[src/tanc_pkg.sv]
`timescale 1ns / 1ps
`default_nettype none

package tanc_pkg;

   localparam int WORD_W    = 64;
   localparam int HZ_W      = 14;
   localparam int PER_NS_W  = 30;
   localparam int RES_W     = 27;
   localparam int PHASE_W   = 3;
   localparam int REQ_W     = 2;
   localparam int SUB_SHIFT = 10;

   localparam int DIV_STEPS = WORD_W;
   localparam int MUL_STEPS = PER_NS_W;
   localparam int CNT_W     = $clog2(DIV_STEPS + 1);

   localparam int CALIB_TICKS_DEF = 4;

   localparam logic [HZ_W-1:0] HZ_RESET   = 14'd100;
   localparam logic [HZ_W-1:0] HZ_DEFAULT = 14'd100;

   localparam logic [WORD_W-1:0] NS_PER_S  = 64'd1000000000;
   localparam logic [WORD_W-1:0] CAL_LO_HZ = 64'd1000000;
   localparam logic [WORD_W-1:0] CAL_HI_HZ = 64'd100000000000;
   localparam logic [WORD_W-1:0] MS_PER_S  = 64'd1000;

   localparam logic [REQ_W-1:0] REQ_TICK  = 2'd0;
   localparam logic [REQ_W-1:0] REQ_QUERY = 2'd1;
   localparam logic [REQ_W-1:0] REQ_CALIB = 2'd2;

   localparam logic [PHASE_W-1:0] CAL_IDLE   = 3'd0;
   localparam logic [PHASE_W-1:0] CAL_WAIT   = 3'd1;
   localparam logic [PHASE_W-1:0] CAL_COUNT  = 3'd2;
   localparam logic [PHASE_W-1:0] CAL_ACCEPT = 3'd3;
   localparam logic [PHASE_W-1:0] CAL_REJECT = 3'd4;

   typedef enum logic {
      ALU_MUL = 1'b0,
      ALU_DIV = 1'b1
   } alu_op_type;

   typedef struct packed {
      logic       start;
      alu_op_type op;
   } alu_cmd_type;

   typedef struct packed {
      logic              done;
      logic [WORD_W-1:0] result;
   } alu_rsp_type;

endpackage

`default_nettype wire

[src/tick_anchored_ns_clock.sv]
`timescale 1ns / 1ps
`default_nettype none

// Tick-anchored nanosecond clock.
// Requests arrive on req_* (valid/ready): a tick event, a time query or a
// calibration start, each with the current free-running cycle stamp. Every
// request gives exactly one response on rsp_* (valid/ready) holding ns and ms
// since start, resolution, tick total, calibrated flag and calibration phase.
// csr_wr_en/csr_wr_data write the tick rate in Hz (0 reads as 100); write it
// only while no request is in flight.
// All multiplication and division run through one shared unit: a radix-2
// divider (64 steps) and a shift-add multiplier (30 steps). One request is
// in work at a time; req_ready is high only when the sequencer is idle, so
// the next request can be taken in the cycle after the previous response is
// loaded.
// A finished response waits in the output register while the receiver
// stalls; the next request is taken meanwhile and holds in its last step
// until the register frees up.
// Reset: synchronous, active high; clears tick count, last tick stamp,
// calibration and sets the rate to 100 Hz.
module tick_anchored_ns_clock #(
   parameter int CALIB_TICKS = tanc_pkg::CALIB_TICKS_DEF
) (
   input  wire logic                          clock,
   input  wire logic                          reset,
   input  wire logic                          csr_wr_en,
   input  wire logic [tanc_pkg::HZ_W-1:0]     csr_wr_data,
   input  wire logic                          req_valid,
   output logic                               req_ready,
   input  wire logic [tanc_pkg::REQ_W-1:0]    req_type,
   input  wire logic [tanc_pkg::WORD_W-1:0]   req_cycle_stamp,
   output logic                               rsp_valid,
   input  wire logic                          rsp_ready,
   output logic [tanc_pkg::WORD_W-1:0]        rsp_ns_now,
   output logic [tanc_pkg::WORD_W-1:0]        rsp_ms_now,
   output logic [tanc_pkg::RES_W-1:0]         rsp_res_ns,
   output logic [tanc_pkg::WORD_W-1:0]        rsp_tick_total,
   output logic                               rsp_is_calibrated,
   output logic [tanc_pkg::PHASE_W-1:0]       rsp_calib_state
);
   import tanc_pkg::*;

   localparam int SEEN_W = $clog2(CALIB_TICKS + 1);

   typedef enum logic [12:0] {
      ST_IDLE    = 13'b0000000000001,
      ST_CAL_PER = 13'b0000000000010,
      ST_CAL_LO  = 13'b0000000000100,
      ST_CAL_HI  = 13'b0000000001000,
      ST_PERNS   = 13'b0000000010000,
      ST_NS      = 13'b0000000100000,
      ST_MS_MUL  = 13'b0000001000000,
      ST_MS_DIV  = 13'b0000010000000,
      ST_CLAMP   = 13'b0000100000000,
      ST_FR_MUL  = 13'b0001000000000,
      ST_FR_DIV  = 13'b0010000000000,
      ST_RES     = 13'b0100000000000,
      ST_OUT     = 13'b1000000000000
   } state_type;

   function automatic logic uses_alu(input state_type st);
      return st inside {ST_CAL_PER, ST_CAL_LO, ST_CAL_HI, ST_PERNS, ST_NS, ST_MS_MUL,
                        ST_MS_DIV, ST_FR_MUL, ST_FR_DIV, ST_RES};
   endfunction

   state_type            state_ff, state_in;
   logic                 go_ff, go_in;
   logic [HZ_W-1:0]      hz_ff, hz_in;
   logic [WORD_W-1:0]    tick_count_ff, tick_count_in;
   logic [WORD_W-1:0]    last_stamp_ff, last_stamp_in;
   logic [WORD_W-1:0]    cpt_ff, cpt_in;
   logic [SEEN_W-1:0]    seen_ff, seen_in;
   logic [PHASE_W-1:0]   phase_ff, phase_in;
   logic                 rsp_valid_ff, rsp_valid_in;

   logic [WORD_W-1:0]    begin_stamp_ff, begin_stamp_in;
   logic [WORD_W-1:0]    stamp_ff, stamp_in;
   logic [WORD_W-1:0]    per_ff, per_in;
   logic [WORD_W-1:0]    tmp_ff, tmp_in;
   logic [PER_NS_W-1:0]  per_ns_ff, per_ns_in;
   logic [WORD_W-1:0]    ns_ff, ns_in;
   logic [WORD_W-1:0]    ms_ff, ms_in;
   logic [RES_W-1:0]     res_ff, res_in;
   logic [WORD_W-1:0]    o_ns_ff, o_ns_in;
   logic [WORD_W-1:0]    o_ms_ff, o_ms_in;
   logic [RES_W-1:0]     o_res_ff, o_res_in;
   logic [WORD_W-1:0]    o_ticks_ff, o_ticks_in;
   logic                 o_cal_ff, o_cal_in;
   logic [PHASE_W-1:0]   o_phase_ff, o_phase_in;

   logic [HZ_W-1:0]      eff_hz;
   logic [WORD_W-1:0]    hz_word;
   logic [WORD_W-1:0]    per_ns_word;
   logic [WORD_W-1:0]    den;
   logic [WORD_W-1:0]    d_raw;
   logic [SEEN_W-1:0]    seen_next;
   alu_cmd_type          alu_cmd;
   alu_rsp_type          alu_rsp;
   logic [WORD_W-1:0]    alu_a;
   logic [WORD_W-1:0]    alu_b;
   logic                 accept;

   assign eff_hz      = (hz_ff == '0) ? HZ_DEFAULT : hz_ff;
   assign hz_word     = WORD_W'(eff_hz);
   assign per_ns_word = WORD_W'(per_ns_ff);
   assign den         = ((cpt_ff >> SUB_SHIFT) == '0) ? WORD_W'(1) : (cpt_ff >> SUB_SHIFT);
   assign d_raw       = stamp_ff - last_stamp_ff;
   assign seen_next   = seen_ff + SEEN_W'(1);
   assign req_ready   = (state_ff == ST_IDLE);
   assign accept      = req_valid && req_ready;

   // operand select for the shared unit
   always_comb begin
      alu_cmd.start = go_ff;
      alu_cmd.op    = ALU_DIV;
      alu_a         = '0;
      alu_b         = WORD_W'(1);
      case (state_ff)
         ST_CAL_PER: begin
            alu_a = stamp_ff - begin_stamp_ff;
            alu_b = WORD_W'(CALIB_TICKS);
         end
         ST_CAL_LO: begin
            alu_a = CAL_LO_HZ;
            alu_b = hz_word;
         end
         ST_CAL_HI: begin
            alu_a = CAL_HI_HZ;
            alu_b = hz_word;
         end
         ST_PERNS: begin
            alu_a = NS_PER_S;
            alu_b = hz_word;
         end
         ST_NS: begin
            alu_cmd.op = ALU_MUL;
            alu_a      = tick_count_ff;
            alu_b      = per_ns_word;
         end
         ST_MS_MUL: begin
            alu_cmd.op = ALU_MUL;
            alu_a      = tick_count_ff;
            alu_b      = MS_PER_S;
         end
         ST_MS_DIV: begin
            alu_a = tmp_ff;
            alu_b = hz_word;
         end
         ST_FR_MUL: begin
            alu_cmd.op = ALU_MUL;
            alu_a      = tmp_ff >> SUB_SHIFT;
            alu_b      = per_ns_word;
         end
         ST_FR_DIV: begin
            alu_a = tmp_ff;
            alu_b = den;
         end
         ST_RES: begin
            alu_a = per_ns_word;
            alu_b = cpt_ff;
         end
         default: begin
            alu_a = '0;
         end
      endcase
   end

   tanc_alu u_alu (
      .clock (clock),
      .reset (reset),
      .cmd   (alu_cmd),
      .opa   (alu_a),
      .opb   (alu_b),
      .rsp   (alu_rsp)
   );

   always_comb begin
      state_in       = state_ff;
      hz_in          = csr_wr_en ? csr_wr_data : hz_ff;
      tick_count_in  = tick_count_ff;
      last_stamp_in  = last_stamp_ff;
      cpt_in         = cpt_ff;
      seen_in        = seen_ff;
      phase_in       = phase_ff;
      rsp_valid_in   = rsp_valid_ff && !rsp_ready;
      begin_stamp_in = begin_stamp_ff;
      stamp_in       = stamp_ff;
      per_in         = per_ff;
      tmp_in         = tmp_ff;
      per_ns_in      = per_ns_ff;
      ns_in          = ns_ff;
      ms_in          = ms_ff;
      res_in         = res_ff;
      o_ns_in        = o_ns_ff;
      o_ms_in        = o_ms_ff;
      o_res_in       = o_res_ff;
      o_ticks_in     = o_ticks_ff;
      o_cal_in       = o_cal_ff;
      o_phase_in     = o_phase_ff;

      case (state_ff)
         ST_IDLE: begin
            if (accept) begin
               stamp_in = req_cycle_stamp;
               state_in = ST_PERNS;
               case (req_type)
                  REQ_TICK: begin
                     tick_count_in = tick_count_ff + WORD_W'(1);
                     last_stamp_in = req_cycle_stamp;
                     if (phase_ff == CAL_WAIT) begin
                        begin_stamp_in = req_cycle_stamp;
                        seen_in        = '0;
                        phase_in       = CAL_COUNT;
                     end else if (phase_ff == CAL_COUNT) begin
                        seen_in = seen_next;
                        if (seen_next >= SEEN_W'(CALIB_TICKS)) begin
                           state_in = ST_CAL_PER;
                        end
                     end
                  end
                  REQ_CALIB: begin
                     phase_in = CAL_WAIT;
                     seen_in  = '0;
                  end
                  default: begin
                     phase_in = phase_ff;
                  end
               endcase
            end
         end
         ST_CAL_PER: begin
            if (alu_rsp.done) begin
               per_in   = alu_rsp.result;
               state_in = ST_CAL_LO;
            end
         end
         ST_CAL_LO: begin
            if (alu_rsp.done) begin
               tmp_in   = alu_rsp.result;
               state_in = ST_CAL_HI;
            end
         end
         ST_CAL_HI: begin
            if (alu_rsp.done) begin
               if (per_ff > tmp_ff && per_ff < alu_rsp.result) begin
                  cpt_in   = per_ff;
                  phase_in = CAL_ACCEPT;
               end else begin
                  phase_in = CAL_REJECT;
               end
               state_in = ST_PERNS;
            end
         end
         ST_PERNS: begin
            if (alu_rsp.done) begin
               per_ns_in = alu_rsp.result[PER_NS_W-1:0];
               state_in  = ST_NS;
            end
         end
         ST_NS: begin
            if (alu_rsp.done) begin
               ns_in    = alu_rsp.result;
               state_in = ST_MS_MUL;
            end
         end
         ST_MS_MUL: begin
            if (alu_rsp.done) begin
               tmp_in   = alu_rsp.result;
               state_in = ST_MS_DIV;
            end
         end
         ST_MS_DIV: begin
            if (alu_rsp.done) begin
               ms_in = alu_rsp.result;
               if (cpt_ff == '0) begin
                  res_in   = per_ns_ff[RES_W-1:0];
                  state_in = ST_OUT;
               end else begin
                  state_in = ST_CLAMP;
               end
            end
         end
         ST_CLAMP: begin
            tmp_in   = (d_raw >= cpt_ff) ? (cpt_ff - WORD_W'(1)) : d_raw;
            state_in = ST_FR_MUL;
         end
         ST_FR_MUL: begin
            if (alu_rsp.done) begin
               tmp_in   = alu_rsp.result;
               state_in = ST_FR_DIV;
            end
         end
         ST_FR_DIV: begin
            if (alu_rsp.done) begin
               ns_in    = ns_ff + alu_rsp.result;
               state_in = ST_RES;
            end
         end
         ST_RES: begin
            if (alu_rsp.done) begin
               res_in   = (alu_rsp.result == '0) ? RES_W'(1) : alu_rsp.result[RES_W-1:0];
               state_in = ST_OUT;
            end
         end
         ST_OUT: begin
            // hold until the output register is free
            if (!rsp_valid_ff || rsp_ready) begin
               o_ns_in      = ns_ff;
               o_ms_in      = ms_ff;
               o_res_in     = res_ff;
               o_ticks_in   = tick_count_ff;
               o_cal_in     = (cpt_ff != '0);
               o_phase_in   = phase_ff;
               rsp_valid_in = 1'b1;
               state_in     = ST_IDLE;
            end
         end
         default: begin
            state_in = ST_IDLE;
         end
      endcase

      go_in = (state_in != state_ff) && uses_alu(state_in);
   end

   always_ff @(posedge clock) begin
      if (reset) begin
         state_ff      <= ST_IDLE;
         go_ff         <= 1'b0;
         hz_ff         <= HZ_RESET;
         tick_count_ff <= '0;
         last_stamp_ff <= '0;
         cpt_ff        <= '0;
         seen_ff       <= '0;
         phase_ff      <= CAL_IDLE;
         rsp_valid_ff  <= 1'b0;
      end else begin
         state_ff      <= state_in;
         go_ff         <= go_in;
         hz_ff         <= hz_in;
         tick_count_ff <= tick_count_in;
         last_stamp_ff <= last_stamp_in;
         cpt_ff        <= cpt_in;
         seen_ff       <= seen_in;
         phase_ff      <= phase_in;
         rsp_valid_ff  <= rsp_valid_in;
      end
   end

   always_ff @(posedge clock) begin
      begin_stamp_ff <= begin_stamp_in;
      stamp_ff       <= stamp_in;
      per_ff         <= per_in;
      tmp_ff         <= tmp_in;
      per_ns_ff      <= per_ns_in;
      ns_ff          <= ns_in;
      ms_ff          <= ms_in;
      res_ff         <= res_in;
      o_ns_ff        <= o_ns_in;
      o_ms_ff        <= o_ms_in;
      o_res_ff       <= o_res_in;
      o_ticks_ff     <= o_ticks_in;
      o_cal_ff       <= o_cal_in;
      o_phase_ff     <= o_phase_in;
   end

   assign rsp_valid         = rsp_valid_ff;
   assign rsp_ns_now        = o_ns_ff;
   assign rsp_ms_now        = o_ms_ff;
   assign rsp_res_ns        = o_res_ff;
   assign rsp_tick_total    = o_ticks_ff;
   assign rsp_is_calibrated = o_cal_ff;
   assign rsp_calib_state   = o_phase_ff;

endmodule

`default_nettype wire

[src/tanc_alu.sv]
`timescale 1ns / 1ps
`default_nettype none

module tanc_alu (
   input  wire logic                        clock,
   input  wire logic                        reset,
   input  wire tanc_pkg::alu_cmd_type       cmd,
   input  wire logic [tanc_pkg::WORD_W-1:0] opa,
   input  wire logic [tanc_pkg::WORD_W-1:0] opb,
   output tanc_pkg::alu_rsp_type            rsp
);
   import tanc_pkg::*;

   logic              busy_ff, busy_in;
   logic              done_ff, done_in;
   logic [CNT_W-1:0]  cnt_ff, cnt_in;
   alu_op_type        op_ff, op_in;
   logic [WORD_W-1:0] acc_ff, acc_in;
   logic [WORD_W-1:0] x_ff, x_in;
   logic [WORD_W-1:0] y_ff, y_in;

   logic [WORD_W:0]   rem_sh;
   logic [WORD_W:0]   add_a;
   logic [WORD_W:0]   add_b;
   logic              add_cin;
   logic [WORD_W+1:0] sum;
   logic              ge;

   // one shared adder: trial subtract for divide, accumulate for multiply
   always_comb begin
      rem_sh = {acc_ff, x_ff[WORD_W-1]};
      if (op_ff == ALU_DIV) begin
         add_a   = rem_sh;
         add_b   = ~{1'b0, y_ff};
         add_cin = 1'b1;
      end else begin
         add_a   = {1'b0, acc_ff};
         add_b   = y_ff[0] ? {1'b0, x_ff} : '0;
         add_cin = 1'b0;
      end
      sum = {1'b0, add_a} + {1'b0, add_b} + {{(WORD_W+1){1'b0}}, add_cin};
      ge  = sum[WORD_W+1];
   end

   always_comb begin
      busy_in = busy_ff;
      done_in = 1'b0;
      cnt_in  = cnt_ff;
      op_in   = op_ff;
      acc_in  = acc_ff;
      x_in    = x_ff;
      y_in    = y_ff;
      if (cmd.start) begin
         busy_in = 1'b1;
         op_in   = cmd.op;
         acc_in  = '0;
         x_in    = opa;
         y_in    = opb;
         cnt_in  = (cmd.op == ALU_DIV) ? CNT_W'(DIV_STEPS) : CNT_W'(MUL_STEPS);
      end else if (busy_ff) begin
         cnt_in = cnt_ff - CNT_W'(1);
         if (cnt_ff == CNT_W'(1)) begin
            busy_in = 1'b0;
            done_in = 1'b1;
         end
         if (op_ff == ALU_DIV) begin
            acc_in = ge ? sum[WORD_W-1:0] : rem_sh[WORD_W-1:0];
            x_in   = {x_ff[WORD_W-2:0], ge};
         end else begin
            acc_in = sum[WORD_W-1:0];
            x_in   = {x_ff[WORD_W-2:0], 1'b0};
            y_in   = {1'b0, y_ff[WORD_W-1:1]};
         end
      end
   end

   always_ff @(posedge clock) begin
      if (reset) begin
         busy_ff <= 1'b0;
         done_ff <= 1'b0;
      end else begin
         busy_ff <= busy_in;
         done_ff <= done_in;
      end
   end

   always_ff @(posedge clock) begin
      cnt_ff <= cnt_in;
      op_ff  <= op_in;
      acc_ff <= acc_in;
      x_ff   <= x_in;
      y_ff   <= y_in;
   end

   assign rsp.done   = done_ff;
   assign rsp.result = (op_ff == ALU_DIV) ? x_ff : acc_ff;

endmodule

`default_nettype wire
[config.mk]
export PLATFORM = sky130hd
export DESIGN_NAME = tick_anchored_ns_clock
export DESIGN_NICKNAME = d
export VERILOG_FILES = /design/src/tanc_pkg.sv /design/src/tick_anchored_ns_clock.sv /design/src/tanc_alu.sv
export SDC_FILE = /design/constraint.sdc
export NUM_CORES = 2
export LEC_CHECK = 0
export ABC_AREA = 1
export BUFFER_PORTS_ARGS = -buffer_cell sky130_fd_sc_hd__buf_2
export CAP_MARGIN = 15
export CELL_PAD_IN_SITES_DETAIL_PLACEMENT = 1
export CELL_PAD_IN_SITES_GLOBAL_PLACEMENT = 2
export CORE_MARGIN = 4
export CORE_UTILIZATION = 40
export CTS_CLUSTER_DIAMETER = 30
export DETAILED_ROUTE_END_ITERATION = 10
export PLACE_DENSITY = 0.88
export SLEW_MARGIN = 20
export SYNTH_ARGS = -nofsm -noshare
export SYNTH_HDL_FRONTEND = slang
export SYNTH_HIERARCHICAL = 1
export SYNTH_SLANG_ARGS = --single-unit
[constraint.sdc]
create_clock -name clock -period 23.1 [get_ports clock]
set_input_delay 2.31 -clock clock [delete_from_list [all_inputs] [get_ports clock]]
set_output_delay 2.31 -clock clock [all_outputs]
set_load 0.01 [all_outputs]
# After elaboration in Yosys (flattened, before gate mapping)
# Index checks and enable logic that the tools add are counted.
# W data, S select, Z words.
# totals
reg_bits	1093
inputBits	85
out_inout_bits	225
elab_cells	190
# classes
add_sub_neg	9
order_cmp	4
eq_ne	40
mux	64
n_bitwise	2
reduce_logical	41
# ops
op	n
$mux W64	12
$pmux W64 S8	1
$pmux W64 S6	1
$pmux W64 S2	2
$logic_not A64 Y1	3
$mux W13	13
$pmux W13 S13	1
$mux W65	2
$sub A64 B64 Y64	2
$mux W27	4
$add A65 B65 Y66	1
$add A66 B1 Y66	1
$not A64 Y65	1
$add A64 B1 Y64 const B	1
$add A64 B64 Y64	1
$ge A64 B64 Y1	1
$gt A64 B64 Y1	1
$lt A64 B64 Y1	1
$reduce_bool A64 Y1	1
$sub A64 B1 Y64 const B	1
$mux W54	1
$pmux W27 S2	1
$eq A13 B10 Y1 const B	2
$eq A13 B11 Y1 const B	2
44 further kinds	103

# Depth between registers and ports, before layout
# logic_depth
ltp_word	11
mapped_depth	35
depth_no_buf	34

# Cells and area by module
# The synthesis kept the hierarchy.
# modules_own_cells
mod	n_inst	cells_each	area_each_um2	seq_area_each_um2
tick_anchored_ns_clock	1	7170	56120.1	24483.5
tanc_alu	1	2617	16448.3	5405.2

# Least setup slack after synthesis
# Ideal clock, no wire load.
# synth_timing
path_type	input -> register
from	in rsp_ready
to	reg o_phase_ff[0], in the netlist rsp_calib_state[0], enable pin
arrival_time_ps	11613
path_slack_ps	10676
stages	2
path_cell_list	nor2_1 -> nor2_1
# synth_between
elab_chain_len	2
# synth_rtl
item	line_no	source
start: declaration	tick_anchored_ns_clock.sv:33	input wire logic rsp_ready,
$logic_or A1 B1 Y1	tick_anchored_ns_clock.sv:307	if (!rsp_valid_ff || rsp_ready) begin
$reduce_and A2 Y1 (no source line)	--	
end signal: assignment	tick_anchored_ns_clock.sv:364	o_phase_ff <= o_phase_in;
end: declaration	tick_anchored_ns_clock.sv:89	logic [PHASE_W-1:0] o_phase_ff, o_phase_in;
# No other way between the ends.
# A chain may end at the register's enable or synchronous reset.

# Worst setup path in the final report
# layout_timing
from	reg stamp_ff[0]
to	reg tmp_ff[45], data pin
# layout_between
elab_chain_len	4
# layout_rtl
item	line_no	source
start: declaration	tick_anchored_ns_clock.sv:77	logic [WORD_W-1:0] stamp_ff, stamp_in;
start signal: assignment	tick_anchored_ns_clock.sv:352	stamp_ff <= stamp_in;
$sub A64 B64 Y64 (*)	tick_anchored_ns_clock.sv:107	assign d_raw = stamp_ff - last_stamp_ff;
$ge A64 B64 Y1	tick_anchored_ns_clock.sv:284	tmp_in = (d_raw >= cpt_ff) ? (cpt_ff - WORD_W'(1)) : d_raw;
$mux W64 (*)	tick_anchored_ns_clock.sv:284	
$pmux W64 S2 (*)	tick_anchored_ns_clock.sv:201	case (state_ff)
net tmp_in[45]	tick_anchored_ns_clock.sv:79	logic [WORD_W-1:0] tmp_ff, tmp_in;
end signal: assignment	tick_anchored_ns_clock.sv:354	tmp_ff <= tmp_in;
end: declaration	tick_anchored_ns_clock.sv:79	
# The timed path passes the listed nets; every way through them passes the cells marked *.

==> impl_metrics.xml <==
<?xml version="1.0" encoding="UTF-8"?>
<metrics>
  <group name="clock_network">
    <metric name="cts.root.buffer_cell" unit="">sky130_fd_sc_hd__clkbuf_16</metric>
    <metric name="buffers_inserted_by_post_cts_timing_repair" unit="">0</metric>
    <metric name="worstSkewPairLatency" unit="ns">0.96</metric>
    <metric name="cts_hold_repair.buffers" unit="">0</metric>
    <metric name="cts_tree" unit="">built</metric>
    <metric name="clk_pin_slew_worst_paths" unit="ns">0.04</metric>
    <metric name="clock_tree.buffer_depth" unit="">4</metric>
    <metric name="post_cts.resized_instances" unit="">0</metric>
    <metric name="h_tree_levels" unit="">5</metric>
    <metric name="cts_inserted_buffers" unit="">313</metric>
    <metric name="cts_sinks" unit="">1093</metric>
  </group>
  <group name="worst_hold_path">
    <metric name="worst_hold_path_type" unit="">reg2reg</metric>
  </group>
  <group name="worst_setup_path">
    <metric name="critical_path_buf_inv_count" unit="">8</metric>
    <metric name="critPathMaxFanout" unit="">42</metric>
    <metric name="crit_path_most_repeated_cell" unit="">sky130_fd_sc_hd__nand2_1</metric>
    <metric name="cp-end-kind" unit="">register</metric>
    <metric name="slowest_stage" unit="">sky130_fd_sc_hd__xnor2_1</metric>
    <metric name="critical-path-top-delay-family" unit="">simple AND/OR/NAND/NOR gates</metric>
    <metric name="critical_path_class" unit="">reg2reg</metric>
    <metric name="critical_path_required" unit="ns">23.84</metric>
    <metric name="startpoint_type" unit="">register</metric>
    <metric name="crit_path_max_incr_delay" unit="ns">0.62</metric>
    <metric name="crit_arrival" unit="ns">7.11</metric>
  </group>
  <group name="floorplanning">
    <metric name="core" unit="mm2">0.1805</metric>
    <metric name="die_width" unit="um">433.9</metric>
    <metric name="floorplan.initialDensity" unit="">0.4019</metric>
    <metric name="num_rows" unit="">156</metric>
    <metric name="die_area" unit="mm2">0.1883</metric>
    <metric name="die_height" unit="um">433.9</metric>
    <metric name="top_level_ports" unit="">310</metric>
  </group>
  <group name="yosys">
    <metric name="postSynthNetCount" unit="">10330</metric>
    <metric name="synth-async-reset-ratio" unit="">0</metric>
    <metric name="ys_ff_latch" unit="">1093</metric>
    <metric name="netlist-cell-type-count" unit="">61</metric>
    <metric name="yosys_warnings" unit="">6</metric>
    <metric name="ys_dominant_reg_cell" unit="">sky130_fd_sc_hd__edfxtp_1</metric>
    <metric name="synthesis.instances" unit="">9787</metric>
    <metric name="synth_edf_count" unit="">800</metric>
    <metric name="yosysSeqAreaShare" unit="">0.4119</metric>
    <metric name="synth.cell_area" unit="mm2">0.07257</metric>
    <metric name="synth_area_per_cell" unit="um2">7.415</metric>
  </group>
  <group name="routing">
    <metric name="detail_route.iter0.violations" unit="">9401</metric>
    <metric name="post-route-drc-count" unit="">0</metric>
    <metric name="drt-wirelength-per-cell" unit="um">31.22</metric>
    <metric name="detail_route.vias_per_cell" unit="">5.934</metric>
    <metric name="num_vias" unit="">76720</metric>
    <metric name="drtAntennaViolNets" unit="">0</metric>
    <metric name="final_routed_wirelength" unit="um">403600</metric>
    <metric name="initial_drt_pass_iterations" unit="">6</metric>
  </group>
  <group name="global_route">
    <metric name="grt_use_total" unit="">0.4177</metric>
    <metric name="pin_count_of_the_biggest_net_entering_global_routing" unit="">96</metric>
    <metric name="initial_antenna_violation_count" unit="">53</metric>
    <metric name="wire_length_of_the_first_global_routing_pass" unit="um">561800</metric>
    <metric name="grt_pass1_vias" unit="">76700</metric>
    <metric name="gr-total-overflow" unit="">0</metric>
  </group>
  <group name="timing">
    <metric name="fmax" unit="GHz">0.1568</metric>
    <metric name="post-route-min-period" unit="ns">6.378</metric>
    <metric name="final_max_slew_viol_count" unit="">0</metric>
    <metric name="timing_worst_slew_pin_value" unit="ns">1.283</metric>
    <metric name="timing.setup.tns" unit="ns">0</metric>
    <metric name="max-slew-margin-rel" unit="">0.1407</metric>
    <metric name="clock-skew-final" unit="ns">0.1016</metric>
    <metric name="setup_slack" unit="ns">16.72</metric>
    <metric name="period_share" unit="">0.2761</metric>
    <metric name="setup_viol" unit="">0</metric>
    <metric name="finalHoldViolCount" unit="">0</metric>
    <metric name="rsz_0062_raised_after_global_routing" unit="">false</metric>
  </group>
  <group name="power_and_ir_drop">
    <metric name="ir_drop" unit="mV">0.06690</metric>
    <metric name="power.leakage" unit="nW">38.67</metric>
    <metric name="power.density_cell_area" unit="mW/mm2">97.58</metric>
  </group>
  <group name="layout">
    <metric name="fillerInstances" unit="">22310</metric>
    <metric name="num-nets-final" unit="">10830</metric>
    <metric name="layout-drive-gt1-share" unit="">0.1041</metric>
    <metric name="flow.area_growth_from_synthesis" unit="%">20.51</metric>
  </group>
  <group name="flow_run">
    <metric name="timing.max_cap.violations" unit="">0</metric>
  </group>
  <group name="place">
    <metric name="place_congestion" unit="">1.076</metric>
    <metric name="port_buffers" unit="">309</metric>
    <metric name="post-place-ws" unit="ns">16.86</metric>
    <metric name="dp_hpwl" unit="um">320700</metric>
  </group>
  <group name="outcome">
    <metric name="run_status" unit="">finished clean</metric>
  </group>
</metrics>
[synth_stat cells (20+ instances only)]
cell / n / area share
sky130_fd_sc_hd__a22oi_1: 22 / 0.0023
sky130_fd_sc_hd__buf_1: 27 / 0.0014
sky130_fd_sc_hd__xnor2_1: 63 / 0.0076
sky130_fd_sc_hd__nand2_2: 20 / 0.0017
sky130_fd_sc_hd__clkbuf_1: 165 / 0.0085
sky130_fd_sc_hd__inv_1: 1474 / 0.076
sky130_fd_sc_hd__a21oi_1: 622 / 0.043
sky130_fd_sc_hd__o21bai_1: 36 / 0.0037
sky130_fd_sc_hd__nand4_1: 193 / 0.017
sky130_fd_sc_hd__dfxtp_1: 293 / 0.081
sky130_fd_sc_hd__a221oi_1: 36 / 0.0043
sky130_fd_sc_hd__buf_2: 42 / 0.0029
sky130_fd_sc_hd__nand2_1: 2520 / 0.13
sky130_fd_sc_hd__nor2_1: 1031 / 0.053
sky130_fd_sc_hd__nor2_2: 20 / 0.0017
sky130_fd_sc_hd__or2_2: 40 / 0.0034
sky130_fd_sc_hd__o21ai_0: 737 / 0.051
sky130_fd_sc_hd__a21o_1: 28 / 0.0029
sky130_fd_sc_hd__nor4_1: 52 / 0.0045
sky130_fd_sc_hd__nor3_1: 122 / 0.0084
sky130_fd_sc_hd__xor2_1: 112 / 0.014
sky130_fd_sc_hd__o22ai_1: 122 / 0.011
sky130_fd_sc_hd__nand3_1: 507 / 0.035
sky130_fd_sc_hd__nand3b_1: 33 / 0.0034
sky130_fd_sc_hd__ha_1: 448 / 0.077
sky130_fd_sc_hd__o211ai_1: 23 / 0.0024
sky130_fd_sc_hd__edfxtp_1: 800 / 0.33
sky130_fd_sc_hd__a31oi_1: 28 / 0.0024
[worst paths after layout]
kind,from,to,slack [ns],cells past startpoint
max,stamp_ff[0],tmp_ff[45],16.72,29
min,res_ff[10],rsp_res_ns[10],0.42,0
max reg2reg,stamp_ff[0],tmp_ff[45],16.72,29
min reg2reg,res_ff[10],rsp_res_ns[10],0.42,0
[routing by layer]
layer / global-route usage / part of all wire / vias up / wire [um]
met5: 0 / 0.00043 / - / 172
met4: 0.2623 / 0.073 / 28 / 29350
met3: 0.1084 / 0.099 / 1175 / 40020
met2: 0.6486 / 0.44 / 4190 / 178400
met1: 0.5176 / 0.39 / 37690 / 155600
li1: - / - / 33640 / -
[cell families after synthesis]
logic type / Yosys count / share of synthesized area
AOI/OAI and AO/OA: 1725 / 0.1299
xor gates and xnor gates: 175 / 0.02112
adders and majority gates: 453 / 0.07862
buffers and inverters: 1752 / 0.09278
DFF: 1093 / 0.4119
and+or+nand+nor: 4589 / 0.2657
[cell type report]
type / instances / area, um2 / share of cell area
Inverter: 1502 / 5648 / 0.06458
Clock buffer: 368 / 8318 / 0.09512
Multi-Input combinational cell: 6942 / 36100 / 0.4129
Timing Repair Buffer: 444 / 2560 / 0.02927
Antenna cell: 26 / 65.06 / 0.0007440
Tap cell: 2370 / 2965 / 0.03391
Sequential cell: 1093 / 29890 / 0.3418
Clock inverter: 183 / 1898 / 0.02170
[state kept, by name, indices dropped and copies added (netlist names), 7 cells and up]
name / cells
begin_stamp_ff: 64
cpt_ff: 64
last_stamp_ff: 64
ms_ff: 64
ns_ff: 64
per_ff: 64
rsp_ms_now: 64
rsp_ns_now: 64
rsp_tick_total: 64
stamp_ff: 64
tick_count_ff: 64
tmp_ff: 64
u_alu/acc_ff: 64
u_alu/x_ff: 64
u_alu/y_ff: 64
per_ns_ff: 30
res_ff: 27
rsp_res_ns: 27
hz_ff: 14
state_ff: 13
u_alu/cnt_ff: 7
[worst reg2reg max path: cells and delay by family, from the launching register on]
family	cells	cell delay, ns
AND/OR/NAND/NOR	16	2.44
buffers and inverters	8	1.73
adder cells (fa/ha/maj)	3	0.94
XOR/XNOR	1	0.63
flip-flops	1	0.35
AO/OA/AOI/OAI	1	0.12
[cell usage in the layout, fill, tap and decap left out, drive strengths merged, types with 54 or more instances in the layout]
master     n
clkinv   117
dfxtp    293
nand2   2545
buf      444
a21oi    624
xnor2     63
ha       448
nand4    194
nor3     128
clkbuf   368
o22ai    122
nand3    512
nor4      54
o21ai    745
edfxtp   800
inv     1513
xor2     112
nor2    1064
[power by group]
part | internal [mW] | switching [mW] | total [mW]
Clock | 2.88 | 1.35 | 4.23
Combinational | 0.554 | 1.45 | 2.00
Sequential | 2.22 | 0.0763 | 2.30
Total | 5.66 | 2.87 | 8.53
[per-stage QoR]
| stage | power, mW | instance area [um2] | std cells | utilization | hold WS (ns) |
|---|---|---|---|---|---|
| floorplan | 3.490 | 72570 | 9787 | - | 0.4003 |
| global placement | 4.231 | 77160 | 12350 | 0.4274 | 0.4027 |
| detailed placement | 4.269 | 77160 | 12350 | 0.4274 | 0.4051 |
| CTS | 8.504 | 87380 | 12900 | 0.4840 | 0.4190 |
| global route | 8.830 | 87400 | 12910 | 0.4841 | 0.4167 |
| finish | 8.534 | 87450 | 12930 | 0.4844 | 0.4189 |
Power figures use the tool's default switching activity.
